--- src/rtl/core/gmdfs_pkg.sv ---
package gmdfs_pkg;

	// Default grid bounds.
	localparam int MAX_ROWS_DEF    = 64;
	localparam int MAX_COLUMNS_DEF = 64;

	// Field and register widths.
	localparam int CFG_W     = 7;
	localparam int CFG_IDX_W = 1;
	localparam int OP_W      = 2;
	localparam int KIND_W    = 2;
	localparam int POS_W     = 6;
	localparam int STATUS_W  = 2;
	localparam int DIR_W     = 3;

	// Configuration register indexes.
	typedef enum logic [CFG_IDX_W-1:0] {
		REG_ROWS    = 1'd0,
		REG_COLUMNS = 1'd1
	} reg_idx_t;

	// Operations carried by an input item.
	typedef enum logic [OP_W-1:0] {
		OP_LOAD  = 2'd0,
		OP_STEP  = 2'd1,
		OP_CLEAR = 2'd2,
		OP_NONE  = 2'd3
	} op_t;

	// Cell codes held in the grid memory.
	typedef enum logic [2:0] {
		KIND_WALL  = 3'd0,
		KIND_OPEN  = 3'd1,
		KIND_START = 3'd2,
		KIND_EXIT  = 3'd3,
		KIND_SEEN  = 3'd4
	} kind_t;

	// Result status codes.
	typedef enum logic [STATUS_W-1:0] {
		SS_VISIT    = 2'd0,
		SS_EXIT     = 2'd1,
		SS_NONE     = 2'd2,
		SS_FINISHED = 2'd3
	} status_t;

	// Search phase.
	typedef enum logic [1:0] {
		PH_IDLE = 2'd0,
		PH_RUN  = 2'd1,
		PH_DONE = 2'd2
	} phase_t;

	// Neighbor order: left, right, up, down, then exhausted.
	localparam logic [DIR_W-1:0] DIR_LEFT  = 3'd0;
	localparam logic [DIR_W-1:0] DIR_RIGHT = 3'd1;
	localparam logic [DIR_W-1:0] DIR_UP    = 3'd2;
	localparam logic [DIR_W-1:0] DIR_DOWN  = 3'd3;
	localparam logic [DIR_W-1:0] DIR_DONE  = 3'd4;

	// Controller states.
	typedef enum logic [3:0] {
		S_CLEAR,
		S_IDLE,
		S_LD_DIV,
		S_SCAN,
		S_SCAN_CHK,
		S_ADV,
		S_ADV_CHK,
		S_POP,
		S_EMIT
	} state_t;

	// Commands from the controller to the datapath.
	typedef struct packed {
		logic    clr_start;
		logic    clr_step;
		logic    ld_start;
		logic    div_step;
		logic    ld_write;
		logic    scan_start;
		logic    scan_read;
		logic    scan_next;
		logic    scan_hit;
		logic    adv_try;
		logic    adv_push;
		logic    pop;
		logic    pop_load;
		logic    out_load;
		logic    out_zero;
		status_t out_status;
	} dp_cmd_t;

	// Status from the datapath to the controller.
	typedef struct packed {
		logic  clr_last;
		logic  ld_room;
		logic  div_done;
		logic  depth_zero;
		logic  pop_to_zero;
		logic  top_done;
		logic  nb_off;
		logic  scan_last;
		kind_t grid_kind;
	} dp_sts_t;

endpackage

--- src/rtl/core/gmdfs_ctrl.sv ---
module gmdfs_ctrl (
	input  logic                       clk,
	input  logic                       arst_n,
	input  logic                       in_valid,
	input  logic [gmdfs_pkg::OP_W-1:0] in_operation,
	output logic                       in_ready,
	output logic                       out_valid,
	input  logic                       out_ready,
	input  gmdfs_pkg::dp_sts_t         sts,
	output gmdfs_pkg::dp_cmd_t         cmd
);
	import gmdfs_pkg::*;

	state_t  state_q, state_d;
	phase_t  phase_q, phase_d;
	logic    out_valid_q;
	logic    emit_zero_q, emit_zero_d;
	status_t emit_status_q, emit_status_d;
	logic    accept, slot_free;
	op_t     op;

	assign accept    = in_valid && (state_q == S_IDLE);
	assign slot_free = !out_valid_q || out_ready;
	assign op        = op_t'(in_operation);

	// Next state.
	always_comb begin
		state_d = state_q;
		unique case (state_q)
			S_CLEAR: if (sts.clr_last) state_d = S_IDLE;
			S_IDLE: begin
				if (accept) begin
					unique case (op)
						OP_LOAD: if (phase_q == PH_IDLE && sts.ld_room) state_d = S_LD_DIV;
						OP_STEP: begin
							unique case (phase_q)
								PH_IDLE: state_d = S_SCAN;
								PH_RUN:  state_d = S_ADV;
								default: state_d = S_EMIT;
							endcase
						end
						OP_CLEAR: state_d = S_CLEAR;
						default:  state_d = S_IDLE;
					endcase
				end
			end
			S_LD_DIV: if (sts.div_done) state_d = S_IDLE;
			S_SCAN: state_d = S_SCAN_CHK;
			S_SCAN_CHK: begin
				if (sts.grid_kind == KIND_START || sts.scan_last) state_d = S_EMIT;
				else state_d = S_SCAN;
			end
			S_ADV: begin
				priority if (sts.depth_zero) state_d = S_EMIT;
				else if (sts.top_done) state_d = sts.pop_to_zero ? S_ADV : S_POP;
				else if (!sts.nb_off) state_d = S_ADV_CHK;
			end
			S_ADV_CHK: begin
				if (sts.grid_kind == KIND_EXIT || sts.grid_kind == KIND_OPEN) state_d = S_EMIT;
				else state_d = S_ADV;
			end
			S_POP: state_d = S_ADV;
			S_EMIT: if (slot_free) state_d = S_IDLE;
			default: state_d = S_IDLE;
		endcase
	end

	// Commands, phase updates and the pending result.
	always_comb begin
		cmd           = '0;
		cmd.out_status = emit_status_q;
		cmd.out_zero  = emit_zero_q;
		phase_d       = phase_q;
		emit_zero_d   = emit_zero_q;
		emit_status_d = emit_status_q;
		unique case (state_q)
			S_CLEAR: cmd.clr_step = 1'b1;
			S_IDLE: begin
				if (accept) begin
					unique case (op)
						OP_LOAD: cmd.ld_start = (phase_q == PH_IDLE) && sts.ld_room;
						OP_STEP: begin
							unique case (phase_q)
								PH_IDLE: cmd.scan_start = 1'b1;
								PH_RUN:  ;
								default: begin
									emit_zero_d   = 1'b1;
									emit_status_d = SS_FINISHED;
								end
							endcase
						end
						OP_CLEAR: begin
							cmd.clr_start = 1'b1;
							phase_d       = PH_IDLE;
						end
						default: ;
					endcase
				end
			end
			S_LD_DIV: begin
				if (sts.div_done) cmd.ld_write = 1'b1;
				else cmd.div_step = 1'b1;
			end
			S_SCAN: cmd.scan_read = 1'b1;
			S_SCAN_CHK: begin
				if (sts.grid_kind == KIND_START) begin
					cmd.scan_hit  = 1'b1;
					phase_d       = PH_RUN;
					emit_zero_d   = 1'b0;
					emit_status_d = SS_VISIT;
				end else if (sts.scan_last) begin
					phase_d       = PH_DONE;
					emit_zero_d   = 1'b1;
					emit_status_d = SS_NONE;
				end else begin
					cmd.scan_next = 1'b1;
				end
			end
			S_ADV: begin
				priority if (sts.depth_zero) begin
					phase_d       = PH_DONE;
					emit_zero_d   = 1'b1;
					emit_status_d = SS_NONE;
				end else if (sts.top_done) begin
					cmd.pop = 1'b1;
				end else begin
					cmd.adv_try = 1'b1;
				end
			end
			S_ADV_CHK: begin
				if (sts.grid_kind == KIND_EXIT) begin
					phase_d       = PH_DONE;
					emit_zero_d   = 1'b0;
					emit_status_d = SS_EXIT;
				end else if (sts.grid_kind == KIND_OPEN) begin
					cmd.adv_push  = 1'b1;
					emit_zero_d   = 1'b0;
					emit_status_d = SS_VISIT;
				end
			end
			S_POP: cmd.pop_load = 1'b1;
			S_EMIT: cmd.out_load = slot_free;
			default: ;
		endcase
	end

	// State, phase, pending result and output valid registers.
	always_ff @(posedge clk or negedge arst_n) begin
		if (!arst_n) begin
			state_q       <= S_CLEAR;
			phase_q       <= PH_IDLE;
			out_valid_q   <= 1'b0;
			emit_zero_q   <= 1'b1;
			emit_status_q <= SS_NONE;
		end else begin
			state_q       <= state_d;
			phase_q       <= phase_d;
			emit_zero_q   <= emit_zero_d;
			emit_status_q <= emit_status_d;
			if (cmd.out_load) out_valid_q <= 1'b1;
			else if (out_ready) out_valid_q <= 1'b0;
		end
	end

	assign in_ready  = state_q == S_IDLE;
	assign out_valid = out_valid_q;
endmodule

--- config.mk ---
export PLATFORM = sky130hd
export DESIGN_NAME = gmdfs_ctrl
export DESIGN_NICKNAME = d
export VERILOG_FILES = /design/src/rtl/core/gmdfs_pkg.sv /design/src/rtl/core/gmdfs_ctrl.sv
export SDC_FILE = /design/constraint.sdc
export NUM_CORES = 1
export LEC_CHECK = 0
export BUFFER_PORTS_ARGS = -buffer_cell sky130_fd_sc_hd__buf_2
export CORE_UTILIZATION = 49
export CTS_BUF_LIST = sky130_fd_sc_hd__clkbuf_2 sky130_fd_sc_hd__clkbuf_4 sky130_fd_sc_hd__clkbuf_8
export CTS_CLUSTER_SIZE = 25
export DETAILED_ROUTE_END_ITERATION = 12
export PLACE_DENSITY_LB_ADDON = 0.1
export SYNTH_ARGS = -nofsm -noshare
export SYNTH_HDL_FRONTEND = slang
export SYNTH_SLANG_ARGS = --single-unit
--- constraint.sdc ---
create_clock -name clk -period 2.9 [get_ports clk]
set_clock_uncertainty 0.05 [all_clocks]
set_input_delay 0.725 -clock clk [delete_from_list [all_inputs] [get_ports clk]]
set_output_delay 0.725 -clock clk [all_outputs]
set_load 0.05 [all_outputs]
### Yosys cells after proc, flatten, opt, wreduce, memory -nomap -nowiden

Index checks and enable logic that the tools add are counted.

* output and inout bits: 19
* logic and storage cells: 116
* input bits: 17
* register bits after elaboration: 10

* reductions and logical operators: 15
* equal/unequal tests: 27
* mux-type cells: 69

Operators by type and width (count)
* 4-bit two-way mux: 10
* 1-bit two-way mux: 38
* 4-bit one-hot mux with 9 select lines: 1
* 2-bit two-way mux: 15
* 4-bit by 3-bit equality test with 1-bit output, second input constant: 4
* 2-bit one-hot mux with 4 select lines: 2
* 2-bit != test, second input constant: 6
* 4-bit one-hot mux with 3 select lines: 1
* 6-bit AND reduction: 2
* 3-bit != test, second input constant: 3
* 4-bit by 2-bit equality test with 1-bit output, second input constant: 2
* 4-bit one-hot mux with 2 select lines: 1
* 7-bit AND reduction: 1
* 3-bit by 2-bit equality test with 1-bit output, second input constant: 2
* 2-bit by 1-bit != test with 1-bit output, second input constant: 3
* 2-bit by 1-bit equality test with 1-bit output, second input constant: 2
* 4-bit by 1-bit equality test with 1-bit output, second input constant: 1
* 4-bit equality test, second input constant: 1
* 2-bit logical NOT: 2
* 4-bit logical NOT: 1
* 4-bit != test, second input constant: 1
* 1-bit one-hot mux with 4 select lines: 1
* 4-bit nonzero test: 1
* 3-bit by 1-bit equality test with 1-bit output, second input constant: 1
* other kinds (6): 9

### Depth between registers and ports, before layout

* depth after elaboration: 6
* mapped depth: 8
* depth with buffers taken out: 6

### Worst setup path before layout

Ideal clock, no wire load.

* kind: reg2reg
* start point: register state_q[0]
* end point: register state_q[0]
* clock period less this slack: 3094 ps
* stages on the path, launching flop included: 6
* setup time: 128 ps
* path slack: -194 ps
* path buffers: 1
* arrival time: 2916 ps
* data required time: 2722 ps
* cells stage by stage: dfrtp_1 buf_2 nor4_1 a2111oi_1 nand2_2 mux2_1

* word-level cells in the longest chain between the ends: 4
* elaborated cells between the ends (all ways): 18
* classes of those cells: eq/ne: 14; mux: 1; reduce/logical: 3

RTL lines
* start: declaration: line gmdfs_ctrl.sv:14 `state_t state_q, state_d;`
* start signal: assignment: line gmdfs_ctrl.sv:156 `state_q <= state_d;`
* 4-bit by 1-bit equality test with 1-bit output: line gmdfs_ctrl.sv:22, gmdfs_ctrl.sv:29
* 1-bit logical AND: line gmdfs_ctrl.sv:22 `assign accept = in_valid && (state_q == S_IDLE);`
* 2-bit by 1-bit != test with 1-bit output (no line)
* 6-bit AND reduction (no line)

Parallel ways exist; a longest one is shown, timed or not.
A chain may end at the register's enable or synchronous reset.

==> results by group <==
Run status
  • Status: finished, violations left
  • Failing checks: design-rule violations

GRT
  • Largest net degree at the start of global routing: 16
  • Met3 usage: 0.0500
  • First-pass GRT wire length: around 3600 um
  • GRT Util Overall: 0.257
  • Busiest grt layer: met2
  • Met1 Use GR: 0.354
  • Grt ovf: 0
  • M2 GR Usage: 0.388
  • Vias in the first global route: slightly above 800
  • Initial antenna violation count: 0

Setup path
  • WS Path Type: reg -> out
  • CP endpoint kind: primary output
  • CP Launch Type: flop
  • Reg2reg setup slack: 0.56 ns
  • Critical path's slowest cell: or4b_1
  • Largest stage delay on the critical path: between 0.5 and 0.6 ns
  • Delay-heaviest family, CP: simple AND/OR/NAND/NOR gates
  • CP Cell Sequence: or4b_1 > buf_4 > inv_1 > and3_1 > buf_2
  • CP Data Arrival Time: between 2 and 2.5 ns
  • Worst path required time: approximately 2.1 ns
  • Crit-path max FO: 15
  • Critical path buffer and inverter count: 3

Logic synthesis
  • Cell Area, Synth: 847 sq um
  • Synth Area in Compound Gates: 0.198
  • Synth Flop Type: dfrtp_1
  • Post-Synth Simple-Gate Area: 0.381
  • Synth Area in Adders: 0
  • Mapped Nets: roughly 120
  • Synth Instances: about 110
  • Post-synth ARST share: 1.00
  • Post-synthesis sequential area ratio: 0.298
  • Post-synthesis xor/xnor area fraction: 0
  • Count of different cell masters after synthesis: 42
  • Register bit count reported by yosys: 10
  • Mux share of post-synthesis cell area: 0.0384
  • Yosys synthesis warning count: 0
  • Post-synth EDFFs: 0
  • Largest family of logic cells by synthesized area: simple AND/OR/NAND/NOR gates
  • Avg Synthesized Cell Area: 7.92 sq um

Routing
  • DR iter-0 viols: 22
  • Vias per inst: between 5 and 6
  • # DRC: 4
  • Drt wl/cell: between 10 and 15 um
  • Final antenna-violating net count: 0
  • Via count: slightly above 900
  • Drt pass-1 iters: 8
  • Total routed wirelength: roughly 2200 um

STA
  • Final Cycle Share: 0.963
  • Final hold vios: 0
  • Setup-failing EPs final: 0
  • Minimum clock period: about 2.8 ns
  • Setup WS post-layout: roughly 0.11 ns
  • Slew headroom: 0.604
  • Final-report max-slew violation count: 0
  • FMAX: 358 MHz
  • Worst slew pin tran: approximately 0.59 ns

Floorplanning
  • Die Area: 0.00190 sq mm
  • Cell row count: 14
  • Die extent in x: between 40 and 50 um
  • Core area: around 0.0016 sq mm
  • Overall die height: 43.6 um
  • # IOs: 36
  • Starting Density: 0.543

CTS
  • # clock sinks: 10
  • CTS Buffer Depth: 2
  • Setup repair bufs after CTS: 0
  • Post-CTS Resized: 0
  • Clock Root Buffer: clkbuf_4
  • CTS H-Tree Depth: 1
  • CTS tree: done
  • Clock Latency Late Sink: about 0.27 ns
  • CTS Buf Count: 3
  • Post-CTS Hold Buffers: 0
  • Clock-pin transition on the worst setup and hold timing paths: ~0.070 ns

Place
  • Pre-CTS WS: between 0.3 and 0.4 ns
  • GPL Wtd Cong: between 0.8 and 0.9
  • DP HPWL: ~1700 um
  • Port buffer count: 35
  • Inst Count DP: 154

Finish
  • Ratio of cells with drive above 1 in the final layout: 0.366
  • Final cell count without fillers: approximately 160
  • FILL cells: between 100 and 150
  • Fin nets: 160
  • # diodes: 0
  • Layout area overhead: 27.2%

Power
  • Leakage: ~0.54 nW
  • PD cells: ~970 mW/mm^2
  • Maximum VDD drop: between 0.6 and 0.7 mV

Worst hold path
  • Hold Crit Class: in -> async

Run
  • MaxCap Viol Count: 0
==> through the flow <==
stage	instance area (sq um)	power, mW	hold WS [ns]	TNS [ns]	util
2_1_floorplan	853	0.764	0.379	0	-
3_3_place_gp	1030	0.887	0.400	0	0.663
3_5_place_dp	1030	0.900	0.403	0	0.663
4_1_cts	1070	1.03	0.254	0	0.686
5_1_grt	1080	1.11	0.259	-0.0114	0.691
6_report	1080	1.04	0.245	0	0.691
==> cells in the mapped netlist (2+ instances only) <==
| master | n | share of area |
|---|---|---|
| nand2b_1 | 2 | 0.015 |
| o22ai_1 | 2 | 0.015 |
| nor2b_1 | 6 | 0.044 |
| inv_1 | 7 | 0.031 |
| clkbuf_1 | 3 | 0.013 |
| o21a_1 | 2 | 0.018 |
| o21ai_0 | 6 | 0.035 |
| dfstp_2 | 2 | 0.062 |
| buf_2 | 3 | 0.018 |
| nor3_1 | 4 | 0.024 |
| nor4_1 | 2 | 0.015 |
| dfrtp_1 | 8 | 0.24 |
| nor2_1 | 11 | 0.049 |
| and3_1 | 6 | 0.044 |
| nand2_1 | 9 | 0.040 |
| a21oi_1 | 5 | 0.030 |
| nor3b_1 | 3 | 0.027 |
| nand4b_1 | 2 | 0.021 |
==> cell usage in the layout, fill, tap and decap left out, types with 3 or more instances in the layout <==
| master | synthesis | routed |
|---|---|---|
| buf_2 | 3 | 35 |
| nor2_1 | 11 | 11 |
| nand2_1 | 9 | 9 |
| inv_1 | 7 | 7 |
| dfrtp_1 | 8 | 7 |
| nor2b_1 | 6 | 6 |
| and3_1 | 6 | 6 |
| o21ai_0 | 6 | 6 |
| a21oi_1 | 5 | 5 |
| nor3_1 | 4 | 4 |
| buf_4 | 1 | 4 |
| nor3b_1 | 3 | 3 |
| clkbuf_4 | 0 | 3 |
==> cell type report <==
class / count / area [sq um] / share of cell area
sequential: 10 / 254 / 0.236
tap: 16 / 20.0 / 0.0186
timing repair buffer: 39 / 205 / 0.190
clock buffer: 4 / 36.3 / 0.0337
inverter: 7 / 26.3 / 0.0244
multi-input combinational: 82 / 536 / 0.497
==> worst register-to-register path, cell delays in order, from the launching register on <==
cell	delay, ns
dfrtp_2	0.50
or4b_1	0.59
buf_4	0.18
a2111oi_4	0.33
a2111oi_1	0.14
nand2_2	0.11
mux2_1	0.32
==> report_power, final <==
| part | switching [mW] | internal (mW) |
|---|---|---|
| Combinational | 0.425 | 0.232 |
| Clock | 0.0525 | 0.0763 |
| Sequential | 0.0717 | 0.183 |
| Total | 0.549 | 0.491 |
==> sequential cells by signal, indices dropped and copies added (netlist names) <==
signal         cells
out_valid          1
state_q            4
phase_q            2
emit_status_q      2
emit_zero_q        1
==> cell families after synthesis <==
kind of cell / count (synthesis)
AND/OR/NAND/NOR: 56
buffers and inverters: 15
AO/OA/AOI/OAI: 23
flip-flops: 10
multiplexers: 3
==> worst paths after layout <==
kind	start	end	cells past startpoint
hold / removal	arst_n	phase_q[1]$_DFFE_PN0P_	1
setup / recovery	state_q[1]$_DFFE_PN0P_	cmd[16]	5
min in group clk	emit_zero_q$_DFFE_PN1P_	emit_zero_q$_DFFE_PN1P_	2
max in group asynchronous	arst_n	emit_status_q[1]$_DFFE_PN1P_	1
hold reg to reg	emit_zero_q$_DFFE_PN1P_	emit_zero_q$_DFFE_PN1P_	2
setup reg to reg	state_q[1]$_DFFE_PN0P_	state_q[0]$_DFFE_PN0P_	6
==> metal layers <==
layer,up-vias,wire [um]
met4,0,32
met3,4,103
met5,-,0
met2,33,1090
li1,460,-
met1,425,976
Power figures use the tool's default switching activity.
